===== config.mk =====
export PLATFORM = sky130hd
export DESIGN_NAME = ac_ir_frame_builder_top
export DESIGN_NICKNAME = d
export VERILOG_FILES = /design/src/design/acfb_pkg.sv /design/src/design/acfb_build.sv /design/src/design/acfb_ser.sv /design/src/design/ac_ir_frame_builder_top.sv
export SDC_FILE = /design/constraint.sdc
export NUM_CORES = 1
export LEC_CHECK = 0
export CAP_MARGIN = 10
export CORE_MARGIN = 2
export CORE_UTILIZATION = 55
export CTS_BUF_LIST = sky130_fd_sc_hd__clkbuf_4 sky130_fd_sc_hd__clkbuf_8
export CTS_CLUSTER_SIZE = 8
export DETAILED_ROUTE_END_ITERATION = 10
export DONT_BUFFER_PORTS = 1
export GPL_ROUTABILITY_DRIVEN = 1
export PLACE_DENSITY = 0.79
export SLEW_MARGIN = 25
export SYNTH_ARGS = -nofsm -noshare
export SYNTH_HDL_FRONTEND = slang
export SYNTH_SLANG_ARGS = --single-unit
export TNS_END_PERCENT = 10

===== constraint.sdc =====
create_clock -name clk_i -period 5.4 [get_ports clk_i]
set_input_delay 0.81 -clock clk_i [delete_from_list [all_inputs] [get_ports clk_i]]
set_output_delay 0.81 -clock clk_i [all_outputs]
set_load 0.01 [all_outputs]

===== src/design/acfb_pkg.sv =====
package acfb_pkg;

  localparam int unsigned MaxFrameBytes = 22;
  localparam int unsigned IdxW          = $clog2(MaxFrameBytes);

  localparam logic [IdxW-1:0] LastShort9  = IdxW'(8);
  localparam logic [IdxW-1:0] LastLong14  = IdxW'(13);
  localparam logic [IdxW-1:0] LastLong20  = IdxW'(19);
  localparam logic [IdxW-1:0] LastLong22  = IdxW'(21);
  localparam logic [IdxW-1:0] CkIdxFirst  = IdxW'(13);
  localparam logic [IdxW-1:0] TailStart   = IdxW'(14);

  localparam logic [7:0] HdrLong    = 8'hA6;
  localparam logic [7:0] HdrShort   = 8'hA5;
  localparam logic [7:0] HdrTail20  = 8'hB5;
  localparam logic [7:0] HdrTail22  = 8'hB7;
  localparam logic [4:0] ShortCtl   = 5'd12;

  localparam logic [4:0] BtnState   = 5'b00110;
  localparam logic [4:0] BtnVane    = 5'b00010;
  localparam logic [4:0] BtnSwingH  = 5'b00011;

  localparam logic [3:0] VaneSwing  = 4'hC;
  localparam logic [2:0] HorizAuto  = 3'h7;
  localparam logic [2:0] HorizMid   = 3'h0;

  typedef enum logic [1:0] {
    OpState  = 2'd0,
    OpToggle = 2'd1,
    OpExtra  = 2'd2
  } op_e;

  typedef enum logic [1:0] {
    ModelLong14 = 2'd0,
    ModelShort9 = 2'd1,
    ModelLong20 = 2'd2,
    ModelLong22 = 2'd3
  } model_e;

  typedef enum logic [2:0] {
    ModeOff  = 3'd0,
    ModeCool = 3'd1,
    ModeAuto = 3'd2,
    ModeDry  = 3'd3,
    ModeHeat = 3'd4,
    ModeFan  = 3'd5
  } mode_e;

  typedef enum logic [0:0] {
    CfgTempMin = 1'b0,
    CfgTempMax = 1'b1
  } cfg_idx_e;

  localparam logic [2:0] SelMax    = 3'd5;
  localparam logic [2:0] SelVaneHi = 3'd3;
  localparam logic [2:0] SelHAuto  = 3'd4;

  typedef struct packed {
    logic [2:0] extra_sel;
    logic [2:0] toggle_sel;
    logic [5:0] feature_flags;
    logic [5:0] temperature;
    logic [1:0] fan;
    logic [2:0] mode;
    logic [1:0] model;
    logic [1:0] op;
  } req_t;

  typedef struct packed {
    logic [MaxFrameBytes-1:0][7:0] bytes;
    logic [IdxW-1:0]               last;
    logic                          err;
  } frame_t;

  function automatic logic [2:0] mode_code(input logic [2:0] m);
    case (m)
      ModeAuto: mode_code = 3'd0;
      ModeDry:  mode_code = 3'd2;
      ModeHeat: mode_code = 3'd4;
      ModeFan:  mode_code = 3'd6;
      default:  mode_code = 3'd1;
    endcase
  endfunction

  function automatic logic [2:0] mode_code_short(input logic [2:0] m);
    case (m)
      ModeCool: mode_code_short = 3'd1;
      ModeDry:  mode_code_short = 3'd2;
      ModeHeat: mode_code_short = 3'd3;
      ModeFan:  mode_code_short = 3'd4;
      default:  mode_code_short = 3'd0;
    endcase
  endfunction

  function automatic logic [2:0] fan_level_code(input logic [1:0] f);
    case (f)
      2'd0:    fan_level_code = 3'd5;
      2'd1:    fan_level_code = 3'd3;
      2'd2:    fan_level_code = 3'd2;
      default: fan_level_code = 3'd1;
    endcase
  endfunction

  function automatic logic [4:0] toggle_button(input logic [2:0] s);
    case (s)
      3'd0:          toggle_button = 5'h05;
      3'd1:          toggle_button = 5'h02;
      3'd2, 3'd3:    toggle_button = 5'h08;
      3'd4:          toggle_button = 5'h07;
      default:       toggle_button = 5'h0B;
    endcase
  endfunction

  function automatic logic [3:0] vane_pos(input logic [1:0] s);
    case (s)
      2'd0:    vane_pos = 4'h1;
      2'd1:    vane_pos = 4'h2;
      2'd2:    vane_pos = 4'h3;
      default: vane_pos = 4'hA;
    endcase
  endfunction

endpackage


===== src/design/acfb_build.sv =====
module acfb_build (
  input  acfb_pkg::req_t   req_i,
  input  logic [5:0]       temp_min_i,
  input  logic [5:0]       temp_max_i,
  output acfb_pkg::frame_t frame_o
);
  import acfb_pkg::*;

  always_comb begin
    logic       fail;
    logic       power;
    logic [3:0] sv;
    logic [2:0] sh;
    logic [4:0] button;
    logic [2:0] mode_eff;
    logic [5:0] t_lo;
    logic [5:0] t_cl;
    logic [5:0] t_off;
    logic [3:0] tnib;
    logic [2:0] fc;
    logic [2:0] f2;

    fail   = 1'b0;
    power  = 1'b1;
    sv     = req_i.feature_flags[1] ? VaneSwing : 4'h0;
    sh     = HorizAuto;
    button = BtnState;

    unique case (req_i.op)
      OpState: begin
        if (req_i.mode == ModeOff || req_i.mode > ModeFan) fail = 1'b1;
      end
      OpToggle: begin
        if (req_i.toggle_sel > SelMax) begin
          fail = 1'b1;
        end else begin
          power  = (req_i.toggle_sel != 3'd0);
          button = toggle_button(req_i.toggle_sel);
        end
      end
      OpExtra: begin
        if (req_i.extra_sel > SelMax) begin
          fail = 1'b1;
        end else if (req_i.extra_sel <= SelVaneHi) begin
          sv     = vane_pos(req_i.extra_sel[1:0]);
          button = BtnVane;
        end else begin
          sh     = (req_i.extra_sel == SelHAuto) ? HorizAuto : HorizMid;
          button = BtnSwingH;
        end
      end
      default: fail = 1'b1;
    endcase

    mode_eff = (req_i.mode == ModeOff || req_i.mode > ModeFan) ? ModeCool : req_i.mode;

    t_lo  = (req_i.temperature < temp_min_i) ? temp_min_i : req_i.temperature;
    t_cl  = (t_lo > temp_max_i) ? temp_max_i : t_lo;
    t_off = t_cl - temp_min_i;
    tnib  = t_off[3:0];

    fc = fan_level_code(req_i.fan);
    f2 = (req_i.fan == 2'd0) ? 3'd0 : fc;

    frame_o       = '0;
    frame_o.err   = fail;
    if (!fail) begin
      if (req_i.model == ModelShort9) begin
        frame_o.last     = LastShort9;
        frame_o.bytes[0] = HdrShort;
        frame_o.bytes[1] = {tnib, 3'b000, power};
        frame_o.bytes[2] = {sv != 4'h0, sv != 4'h0, 6'h20};
        frame_o.bytes[4] = {2'b00, req_i.feature_flags[4], ShortCtl};
        frame_o.bytes[5] = {req_i.fan, 6'b0};
        frame_o.bytes[6] = {mode_code_short(mode_eff), 5'b0};
        frame_o.bytes[7] = {1'b0, req_i.feature_flags[5], 6'b0};
      end else begin
        frame_o.last      = LastLong14;
        frame_o.bytes[0]  = HdrLong;
        frame_o.bytes[1]  = {tnib, sv};
        frame_o.bytes[2]  = {sh, 5'b0};
        frame_o.bytes[3]  = {6'b0, req_i.feature_flags[4], 1'b0};
        frame_o.bytes[4]  = {1'b0, power, 6'b0};
        frame_o.bytes[5]  = {fc, 5'b0};
        frame_o.bytes[6]  = {req_i.feature_flags[3], req_i.feature_flags[2], 6'b0};
        frame_o.bytes[7]  = {mode_code(mode_eff), 5'b0};
        frame_o.bytes[8]  = {req_i.feature_flags[5], 7'b0};
        frame_o.bytes[12] = {3'b000, button};
        if (req_i.model == ModelLong20) begin
          frame_o.last      = LastLong20;
          frame_o.bytes[14] = HdrTail20;
          frame_o.bytes[16] = {f2, 5'b0};
        end else if (req_i.model == ModelLong22) begin
          frame_o.last      = LastLong22;
          frame_o.bytes[14] = HdrTail22;
          frame_o.bytes[16] = {f2[1:0], 6'b0};
        end
      end
    end
  end

endmodule


===== src/design/acfb_ser.sv =====
module acfb_ser (
  input  logic             clk_i,
  input  logic             rst_ni,
  input  acfb_pkg::frame_t frame_i,
  input  logic             load_valid_i,
  output logic             load_ready_o,
  output logic             m_valid_o,
  input  logic             m_ready_i,
  output logic [7:0]       m_data_o,
  output logic             m_last_o,
  output logic             m_err_o
);
  import acfb_pkg::*;

  frame_t          frame_q;
  logic            valid_q, valid_d;
  logic [IdxW-1:0] idx_q, idx_d;
  logic [7:0]      sum_q, sum_d;
  logic            at_last, is_ck, load, fire;
  logic [7:0]      byte_out;

  assign at_last      = (idx_q == frame_q.last);
  assign fire         = valid_q && m_ready_i;
  assign load_ready_o = !valid_q || (m_ready_i && at_last);
  assign load         = load_valid_i && load_ready_o;

  // checksum bytes come from the running sum
  assign is_ck    = !frame_q.err && (at_last || idx_q == CkIdxFirst);
  assign byte_out = is_ck ? sum_q : frame_q.bytes[idx_q];

  assign m_valid_o = valid_q;
  assign m_data_o  = byte_out;
  assign m_last_o  = at_last;
  assign m_err_o   = frame_q.err;

  always_comb begin
    valid_d = valid_q;
    idx_d   = idx_q;
    if (load) begin
      valid_d = 1'b1;
      idx_d   = '0;
    end else if (fire) begin
      if (at_last) begin
        valid_d = 1'b0;
      end else begin
        idx_d = idx_q + IdxW'(1);
      end
    end
  end

  assign sum_d = (idx_q == '0 || idx_q == TailStart) ? byte_out : sum_q + byte_out;

  always_ff @(posedge clk_i or negedge rst_ni) begin
    if (!rst_ni) begin
      valid_q <= 1'b0;
      idx_q   <= '0;
    end else begin
      valid_q <= valid_d;
      idx_q   <= idx_d;
    end
  end

  always_ff @(posedge clk_i) begin
    if (load) frame_q <= frame_i;
    if (fire) sum_q <= sum_d;
  end

endmodule


===== src/design/ac_ir_frame_builder_top.sv =====
// channel   | direction | handshake                  | payload
// s_axis    | in        | s_axis_tvalid_i/tready_o   | tuser: op, tdata: request fields
// m_axis    | out       | m_axis_tvalid_o/tready_i   | tdata byte, tlast, tuser error
// cfg       | in        | cfg_valid_i/cfg_ready_o    | cfg_index_i, cfg_data_i
//
// A frame leaves one byte per cycle from the byte serializer while m_axis_tready_i
// is high; an error item is a single item. The next request is taken in the
// cycle the last byte of the current frame is taken, so frames run back to back.
// Reset clears the serializer and loads temp_min 16, temp_max 30.
// A low m_axis_tready_i holds the current byte and blocks new requests.
module ac_ir_frame_builder_top (
  input  logic        clk_i,
  input  logic        rst_ni,
  input  logic        s_axis_tvalid_i,
  output logic        s_axis_tready_o,
  // op[1:0]
  input  logic [1:0]  s_axis_tuser_i,
  // model[1:0], mode[4:2], fan[6:5], temperature[12:7],
  // feature_flags[18:13], toggle_sel[21:19], extra_sel[24:22], zero[31:25]
  input  logic [31:0] s_axis_tdata_i,
  output logic        m_axis_tvalid_o,
  input  logic        m_axis_tready_i,
  // frame_byte[7:0]
  output logic [7:0]  m_axis_tdata_o,
  // last_byte
  output logic        m_axis_tlast_o,
  // error[0]
  output logic        m_axis_tuser_o,
  input  logic        cfg_valid_i,
  output logic        cfg_ready_o,
  input  logic        cfg_index_i,
  input  logic [5:0]  cfg_data_i
);
  import acfb_pkg::*;

  logic [5:0] temp_min_q;
  logic [5:0] temp_max_q;
  req_t       req;
  frame_t     frame;

  assign cfg_ready_o = 1'b1;

  always_ff @(posedge clk_i or negedge rst_ni) begin
    if (!rst_ni) begin
      temp_min_q <= 6'd16;
      temp_max_q <= 6'd30;
    end else if (cfg_valid_i) begin
      unique case (cfg_index_i)
        CfgTempMin: temp_min_q <= cfg_data_i;
        CfgTempMax: temp_max_q <= cfg_data_i;
      endcase
    end
  end

  assign req.op            = s_axis_tuser_i;
  assign req.model         = s_axis_tdata_i[1:0];
  assign req.mode          = s_axis_tdata_i[4:2];
  assign req.fan           = s_axis_tdata_i[6:5];
  assign req.temperature   = s_axis_tdata_i[12:7];
  assign req.feature_flags = s_axis_tdata_i[18:13];
  assign req.toggle_sel    = s_axis_tdata_i[21:19];
  assign req.extra_sel     = s_axis_tdata_i[24:22];

  acfb_build u_build (
    .req_i      (req),
    .temp_min_i (temp_min_q),
    .temp_max_i (temp_max_q),
    .frame_o    (frame)
  );

  acfb_ser u_ser (
    .clk_i        (clk_i),
    .rst_ni       (rst_ni),
    .frame_i      (frame),
    .load_valid_i (s_axis_tvalid_i),
    .load_ready_o (s_axis_tready_o),
    .m_valid_o    (m_axis_tvalid_o),
    .m_ready_i    (m_axis_tready_i),
    .m_data_o     (m_axis_tdata_o),
    .m_last_o     (m_axis_tlast_o),
    .m_err_o      (m_axis_tuser_o)
  );

`ifndef SYNTHESIS
  a_err_single : assert property (@(posedge clk_i) disable iff (!rst_ni)
    (m_axis_tvalid_o && m_axis_tuser_o) |-> (m_axis_tlast_o && m_axis_tdata_o == 8'h00))
    else $error("error item is not a single last item");

  a_frame_cont : assert property (@(posedge clk_i) disable iff (!rst_ni)
    (m_axis_tvalid_o && m_axis_tready_i && !m_axis_tlast_o) |=> m_axis_tvalid_o)
    else $error("frame ended before its last byte");

  a_no_overrun : assert property (@(posedge clk_i) disable iff (!rst_ni)
    (s_axis_tvalid_i && s_axis_tready_o) |-> !(m_axis_tvalid_o && !m_axis_tlast_o))
    else $error("request taken while a frame is still in flight");

  a_load_next : assert property (@(posedge clk_i) disable iff (!rst_ni)
    (s_axis_tvalid_i && s_axis_tready_o) |=> m_axis_tvalid_o)
    else $error("accepted request produced no output");
`endif

endmodule


# --- Word-level counts from Yosys, hierarchy flattened ---
# Index checks and enable logic that the tools add are counted.
op_classes:
  div_mod_pow: 0
  n_reduce_logical: 28
  n_bitwise: 2
  n_mul: 0
  n_eq_ne: 23
  shifts: 0
  addsub: 3
  order_cmp: 7
  mux: 45
op_table:
  columns: ["operator", "count"]
  rows:
  - ["$mux W8", 7]
  - ["$bmux W8 S5", 1]
  - ["$mux W5", 7]
  - ["$mux W31", 1]
  - ["$mux W29", 1]
  - ["$pmux W3 S4", 2]
  - ["$mux W4", 5]
  - ["$mux W3", 6]
  - ["$pmux W4 S4", 1]
  - ["$eq A3 B2 Y1 const B", 4]
  - ["$eq A3 B3 Y1 const B", 4]
  - ["$pmux W4 S3", 1]
  - ["$eq A2 B2 Y1 const B", 5]
  - ["$eq A5 B4 Y1 const B", 2]
  - ["$pmux W5 S2", 1]
  - ["$gt A3 B3 Y1 const B", 3]
  - ["$mux W1", 9]
  - ["$pmux W3 S3", 1]
  - ["$add A8 B8 Y8", 1]
  - ["$eq A2 B1 Y1 const B", 4]
  - ["$reduce_and A2 Y1", 4]
  - ["$eq A3 B1 Y1 const B", 2]
  - ["$gt A6 B6 Y1", 1]
  - ["$logic_not A2 Y1", 3]
  - ["20 further kinds", 32]
totals:
  rom_bits: 0
  register_bits: 128
  mem_count: 0
  latch_bits: 0
  ramBits: 0

# --- Depth between registers and ports, before layout ---
# Gate-level depths: netlist of the first run.
depth:
  word_depth: 7
  mapped_depth: 19
  mapped_depth_nobuf: 19

# --- Cells and area by module ---
# From an unflattened synthesis of the first run, not the netlist that was laid out.
hier_totals:
  hier_cells: 792
  area_unflattened_um2: 11159.5
by_module_without_submodules:
  columns: ["mod", "seq_area_each_um2", "cells_per_inst", "instances", "area_per_inst_um2"]
  rows:
  - ["acfb_ser", 5855.6, 437, 1, 8308.0]
  - ["acfb_build", 0.0, 326, 1, 2364.8]
  - ["ac_ir_frame_builder_top", 306.5, 29, 1, 486.7]

# --- Least setup slack after synthesis of the first run ---
# OpenSTA, ideal clock, no wires.
synth_timing:
  path_kind: "input to register"
  from: "input s_axis_tdata_i[8]"
  to: "register u_ser.frame_q[21] (netlist name) (data pin)"
  setup_ps: 148
  arrival_time_ps: 4424
  stages: 16
  path_slack_ps: 827
  path_cell_list: "ha_1 -> a211oi_1 -> o31ai_1 -> a21oi_2 -> mux2_2 -> ha_1 -> and4_1 -> a21oi_1 -> a32oi_1 -> mux2_2 -> ha_1 -> a21o_1 -> a21oi_1 -> xnor2_1 -> or2_2 -> mux2i_1"
synth_between:
  elab_chain_cells: 6
synth_lines:
  columns: ["item", "line_no", "source"]
  rows:
  - ["start: declaration", "ac_ir_frame_builder_top.sv:20", "input logic [31:0] s_axis_tdata_i,"]
  - ["$lt A6 B6 Y1", "acfb_build.sv:57", "t_lo = (req_i.temperature < temp_min_i) ? temp_min_i : req_i.temperature;"]
  - ["$mux W6 (*)", "acfb_build.sv:57", null]
  - ["$gt A6 B6 Y1", "acfb_build.sv:58", "t_cl = (t_lo > temp_max_i) ? temp_max_i : t_lo;"]
  - ["$mux W4 (*)", "acfb_build.sv:58", null]
  - ["$sub A4 B4 Y4 (*)", "acfb_build.sv:59", "t_off = t_cl - temp_min_i;"]
  - ["$mux W29 (*)", "acfb_build.sv:68", "if (req_i.model == ModelShort9) begin"]
  - ["end signal: assignment", "acfb_ser.sv:64", "if (load) frame_q <= frame_i;"]
  - ["end: declaration", "acfb_ser.sv:15", "frame_t frame_q;"]
# Mark *: on every way between the ends. The rest lies on a longest branch, timed or not.
# A chain may end at the register's enable or synchronous reset.

# --- Worst setup path in the final report of the first run ---
layout_timing:
  from: "register temp_min_q[1]"
  to: "register u_ser.frame_q[20] (netlist name) (data pin)"
layout_between:
  elab_chain_cells: 6
layout_lines:
  columns: ["item", "line_no", "source"]
  rows:
  - ["start: declaration", "ac_ir_frame_builder_top.sv:36", "logic [5:0] temp_min_q;"]
  - ["start signal: assignment", "ac_ir_frame_builder_top.sv:49", "CfgTempMin: temp_min_q <= cfg_data_i;"]
  - ["$lt A6 B6 Y1", "acfb_build.sv:57", null]
  - ["$mux W6", "acfb_build.sv:57", null]
  - ["$gt A6 B6 Y1", "acfb_build.sv:58", null]
  - ["$mux W4", "acfb_build.sv:58", null]
  - ["$sub A4 B4 Y4 (*)", "acfb_build.sv:59", null]
  - ["$mux W29 (*)", "acfb_build.sv:68", null]
# Marks and branches as above.

==> reports/metrics.yaml, run 1 <==
hold_ws_ns: 0.155
reg2reg_from: "temp_min_q[1]$_DFFE_PN0P_"
layout_setup_ws_ns: 0.983
worstSetupPathType: "flip-flop to flip-flop"
grt_max_degree: 40
critPathMaxFanout: 5
drc: 0
startpoint: "temp_min_q[1]$_DFFE_PN0P_"
synth_fp_nets: 518
final_nets: 516
num_rows: 32
clk_latency_ns: 0.35
hp-class: "primary input to async pin"
mostFrequentLayoutCell: "edfxtp_1"
postCtsSetupBuffers: 0
dp.cells: 522
syn_area_um2: 4480
core_area_um2: 7810
crit_required_ns: 5.48
skew_ns: 0.0155
cts.repair.resized: 0
status: "completed"
post-place-ws_ns: 0.746
fin_crit_sh_pct: 81.8
total_power_uw: 2270
r2r_slack_ns: 0.98
drv_cap: 0
fp.dieH_um: 94.3
antenna_found_initial: 0
insertedDiodeCount: 0
cts-hold-fix-buffers: 0
vias: 3191
dp_hpwl_um: 6790
place.gp.congestion: 0.868
maxSlewViolCount: 0
ios: 59
yosys.cell_types.count: 69
fillCellCount: 643
area_delta_synth_final_pct: 6.53
dieArea_um2: 8880
setup_viol: 0
cts_buffer_depth: 2
power_density_nw_per_um2: 476
routed_wl_um: 9130
synthArstFlopShare_pct: 27.3
grt-ovfl-total: 0
routed_via_density: 5.94
grt_usage_pct: 21.4
die_w_um: 94.3
p_leak_uw: 0.00198
tightest_slew_ns: 0.831
clk_pin_slew_ns: 0.07
numPortBuffers: 0
antenna_left: 0
timing.final.hold_violations: 0
synth_edf_count: 48
final_cell_mix: "edfxtp_1 (48), nor2_1 (41), ha_1 (37), inv_1 (35), nand2_1 (28)"
grt_setup_unrepaired: "false"
synth_seq_area_share_pct: 42.4
cts_made_buffers: 9
setup.worst_path.end_class: "flip-flop"
clock_sinks: 66
tritoncts: "done"
timing.rr.end: "u_ser.frame_q[20]$_SDFFCE_PP0P_"
vdd_ir_drop_max_v: 0.000175
drt_iter0_markers: 152
grt_pass1_vias: 3181
synth_ff_type: "edfxtp_1"
final_cell_count_no_fill: 537
clock.fmax_mhz: 226
postSynthCellCount: 433
clockRootBuffer: "clkbuf_8"
slew_headroom_pct: 43.2
cts_max_level: 3
drive_gt1_share_pct: 14.0
cp-start-kind: "flip-flop"
arrival_ns: 4.50
synth_seq_cells: 66
grt_pass1_wl_um: 14800
synth_area_per_cell_um2: 10.3
start_util_pct: 57.4
wl_per_cell_um: 17.0
critPathCapture: "u_ser.frame_q[20]$_SDFFCE_PP0P_"
dr.pass1.iters: 5
reg2reg_depth: 16
yosysWarnings: 0
fin_crit_ns: 4.42
tns_ns: 0
==> through the flow <==
stage / area (um^2) / utilization, %
finish: 4770 / 61.1
global route: 4770 / 61.1
CTS: 4770 / 61.1
detailed placement: 4570 / 58.5
global placement: 4570 / 58.5
floorplan: 4480 / -
==> Yosys cell counts (3+ instances only) <==
cell type / number / share of area [%]
a21o_1: 4 / 0.67
dfrtp_1: 13 / 7.3
a21oi_1: 19 / 2.1
nor3_1: 4 / 0.45
and3_1: 13 / 1.8
and2_1: 5 / 0.70
nand4_1: 3 / 0.42
xnor2_1: 6 / 1.2
buf_2: 6 / 0.67
o21ai_0: 15 / 1.7
xor2_1: 9 / 1.8
o31ai_1: 5 / 0.84
inv_1: 35 / 2.9
a32oi_1: 3 / 0.59
edfxtp_1: 48 / 32
clkbuf_1: 8 / 0.67
ha_1: 37 / 10
and4_1: 3 / 0.59
nand2b_1: 7 / 0.98
a31oi_1: 5 / 0.70
nor4b_1: 3 / 0.59
mux2i_1: 10 / 2.2
nor2b_1: 8 / 1.1
nor2_1: 41 / 3.4
nand2_1: 28 / 2.3
or2_2: 3 / 0.42
mux2_2: 23 / 5.8
dfstp_2: 5 / 2.9
nand3_1: 10 / 1.1
==> critical path, cell delays in order (launching register included) <==
cell and delay, ns:
dfrtp_1 0.41, inv_1 0.12, ha_1 0.24, a211oi_1 0.30, o31ai_1 0.17, a21oi_2 0.33
mux2_2 0.40, ha_1 0.28, and4_1 0.22, a21oi_1 0.07, a32oi_1 0.21, buf_4 0.19
mux2_2 0.34, ha_1 0.21, fa_1 0.40, xor2_1 0.21, nor2_1 0.06
==> kinds of logic after synthesis <==
| group | synth area share, % |
|---|---|
| and+or+nand+nor | 15.8 |
| AOI/OAI and AO/OA | 13.0 |
| DFF | 42.4 |
| buffers and inverters | 4.94 |
| adders and majority gates | 11.2 |
| muxes | 9.61 |
| xor gates and xnor gates | 2.93 |
| other | 0.0837 |
==> cell type report <==
type | instances | area [um^2] | share of cell area (%)
inverters | 36 | 135 | 2.83
repair buffers | 5 | 37.5 | 0.786
clock buffers | 9 | 124 | 2.60
well taps | 102 | 128 | 2.67
flip-flops and latches | 66 | 1900 | 39.8
multi-input cells | 313 | 2370 | 49.6
clock inverters | 6 | 82.6 | 1.73
==> flip-flops by register name (all words and copies together), names as in the netlist <==
name             flops
u_ser.frame_q       39
u_ser.m_valid_o      1
temp_max_q           6
u_ser.sum_q          8
u_ser.idx_q          5
temp_min_q           6
u_ser.m_err_o        1
==> metal layers <==
metal	share of wire (%)	up-vias	GRT usage, %
li1	-	1562	-
met1	46	1537	28.7
met2	48	82	34.2
met3	5.0	10	6.02
met4	1.1	0	6.28
met5	0	-	0
==> how the worst min path moves through the flow <==
stage | end | cells after the start
floorplan | temp_max_q[5]$_DFFE_PN0P_ | 1
global placement | temp_max_q[5]$_DFFE_PN0P_ | 1
detailed placement | temp_max_q[5]$_DFFE_PN0P_ | 1
CTS | temp_min_q[5]$_DFFE_PN0P_ | 0
global route | temp_min_q[5]$_DFFE_PN0P_ | 0
finish | temp_min_q[5]$_DFFE_PN0P_ | 0
==> power breakdown <==
part / switching [uW] / internal [uW] / total, uW
registers: 106 / 674 / 780
logic: 569 / 485 / 1050
clock network: 185 / 255 / 440
Note: power is estimated with default switching activity, not from simulation.
==> run 2: changes to the inputs <==
- PLACE_DENSITY: 0.79 -> 0.82
- clock period: 5.4 -> 3.61 ns (I/O delays scaled with it)
==> run 2 against run 1 <==
The flow now finishes with violations (setup timing). Sequential power grew 44%. First-iteration DRC count grew 57%. Global-route usage grew 3.1 points. Final area grew 11%. Die area is the same. Clock skew shrank 0.0058 ns. Clock-buffer cell count is the same. Combinational power grew 90%. Sequential cell count is the same.
==> reports/metrics.yaml, run 2 (synthesis results as in run 1) <==
setup.worst_path.end_class: "flip-flop"
vias: 3408
drive_gt1_share_pct: 25.8
p_leak_uw: 0.00221
reg2reg_depth: 19
critPathMaxFanout: 5
grt_setup_unrepaired: "true"
cp.depth: 19
hp-class: "primary input to async pin"
tns_ns: -1.09
grt_max_degree: 34
largest_register_ffs: 39
core_area_um2: 7810
clk_pin_slew_ns: 0.08
vdd_ir_drop_max_v: 0.000275
crit_required_ns: 3.81
cp_slowest_cell: "dfstp_2"
wl_per_cell_um: 17.9
clk_latency_ns: 0.36
path_buf_inv: 3
critPathMostFrequentCell: "ha_4"
regArea_um2: 1900
insertedDiodeCount: 0
area_delta_synth_final_pct: 18.7
top_regs: "u_ser.frame_q (39), u_ser.sum_q (8)"
tritoncts: "done"
dr.pass1.iters: 4
grt-ovfl-total: 0
fillCellCount: 555
cts_made_buffers: 9
dp_hpwl_um: 7090
drv_cap: 0
cts_max_level: 3
violations: "setup timing"
numPortBuffers: 0
grt_usage_pct: 24.5
die_w_um: 94.3
clockRootBuffer: "clkbuf_8"
maxSlewViolCount: 0
cts_buffer_depth: 2
mostFrequentLayoutCell: "edfxtp_1"
dieArea_um2: 8880
status: "finished, violations left"
post-place-ws_ns: -0.626
critPathTopFamily: "compound AO/OA/AOI/OAI gates"
grt_pass1_wl_um: 16600
clock.fmax_mhz: 242
arrival_ns: 4.33
num_rows: 32
worstSetupPathType: "flip-flop to flip-flop"
routed_via_density: 5.93
final_nets: 553
setup_viol: 3
layout_setup_ws_ns: -0.515
antenna_left: 0
start_util_pct: 57.4
power_density_nw_per_um2: 730
worstPathCellList: "inv_2, ha_4, a21oi_4, o31ai_4, a21oi_2, buf_4, mux2_4, ha_4, nor2b_1, o21ai_1, a32oi_2, buf_6, mux2_4, ha_4, a21o_1, a21oi_2, xnor2_2, or2_4, mux2i_1"
drt_iter0_markers: 239
timing.final.hold_violations: 0
multi_input_area_um2: 2580
top_register: "u_ser.frame_q"
fin_crit_ns: 4.13
drc: 0
grt_pass1_vias: 3416
ios: 59
skew_ns: 0.00966
slew_headroom_pct: 47.0
routed_wl_um: 10300
clock_sinks: 66
cp-start-kind: "flip-flop"
final_cell_mix: "edfxtp_1 (48), nor2_1 (40), buf_4 (37), inv_1 (33), ha_1 (29)"
total_power_uw: 3880
critical-path-max-stage-delay_ns: 0.54
antenna_found_initial: 0
place.gp.congestion: 0.905
fp.dieH_um: 94.3
tightest_slew_ns: 0.794
fin_crit_sh_pct: 114
[run 2: cell types whose count changed in the layout (fill, tap and decap cells not counted), sizes merged]
cell,before,now
buf,5,40
bufinv,2,3
clkinv,4,2
clkinvlp,0,2
dlygate4sd3,0,2
[run 2: where the power goes]
| part | internal (uW) | total [uW] | switching (uW) |
|---|---|---|---|
| clock | 457 | 762 | 304 |
| combinational | 983 | 2000 | 1020 |
| sequential | 1010 | 1120 | 112 |
| total | 2450 | 3880 | 1430 |
[run 2: final timing paths]
check | startpoint | end | slack (ns)
max in group asynchronous | rst_ni | u_ser.idx_q[0]$_DFFE_PN0P_ | 2.41
setup reg to reg | temp_min_q[4]$_DFFE_PN1P_ | u_ser.frame_q[21]$_SDFFCE_PP0P_ | -0.52
hold / removal | rst_ni | temp_max_q[1]$_DFFE_PN1P_ | 0.03
hold reg to reg | temp_max_q[5]$_DFFE_PN0P_ | temp_max_q[5]$_DFFE_PN0P_ | 0.52
min in group clk_i | s_axis_tvalid_i | u_ser.m_valid_o$_DFFE_PN0P_ | 0.30
setup / recovery | temp_min_q[4]$_DFFE_PN1P_ | u_ser.frame_q[21]$_SDFFCE_PP0P_ | -0.52
[run 2: cell type report]
class | count | area share, %
Clock buffer | 9 | 2.33
Clock inverter | 7 | 2.21
Inverter | 36 | 2.54
Multi-Input combinational cell | 313 | 48.6
Sequential cell | 66 | 35.7
Tap cell | 102 | 2.40
Timing Repair Buffer | 42 | 6.24
[run 2: through the flow]
| stage | instances | instance area [um^2] | hold slack (ns) | util (%) |
|---|---|---|---|---|
| 2_1_floorplan | 433 | 4580 | 0.246 | - |
| 3_3_place_gp | 553 | 4900 | 0.246 | 62.7 |
| 3_5_place_dp | 553 | 4900 | 0.247 | 62.7 |
| 4_1_cts | 574 | 5280 | 0.0207 | 67.6 |
| 5_1_grt | 575 | 5320 | 0.0122 | 68.1 |
| 6_report | 575 | 5320 | 0.0287 | 68.1 |
[run 2: per-layer routing]
layer,GRT usage (%),up-vias,wire [um]
met3,6.02,21,677
met2,39.5,124,4920
met4,7.73,0,204
met5,0,-,0
li1,-,1635,-
met1,32.7,1628,4470
[run 2: repair_timing]
action / CTS / global route
setup buffers: 4 / 0
pin swaps: 12 / 3
gates resized for setup: 19 / 7
hold endpoints to repair: 13 / 4
hold buffers: 1 / 1
setup endpoints to repair: 5 / 5
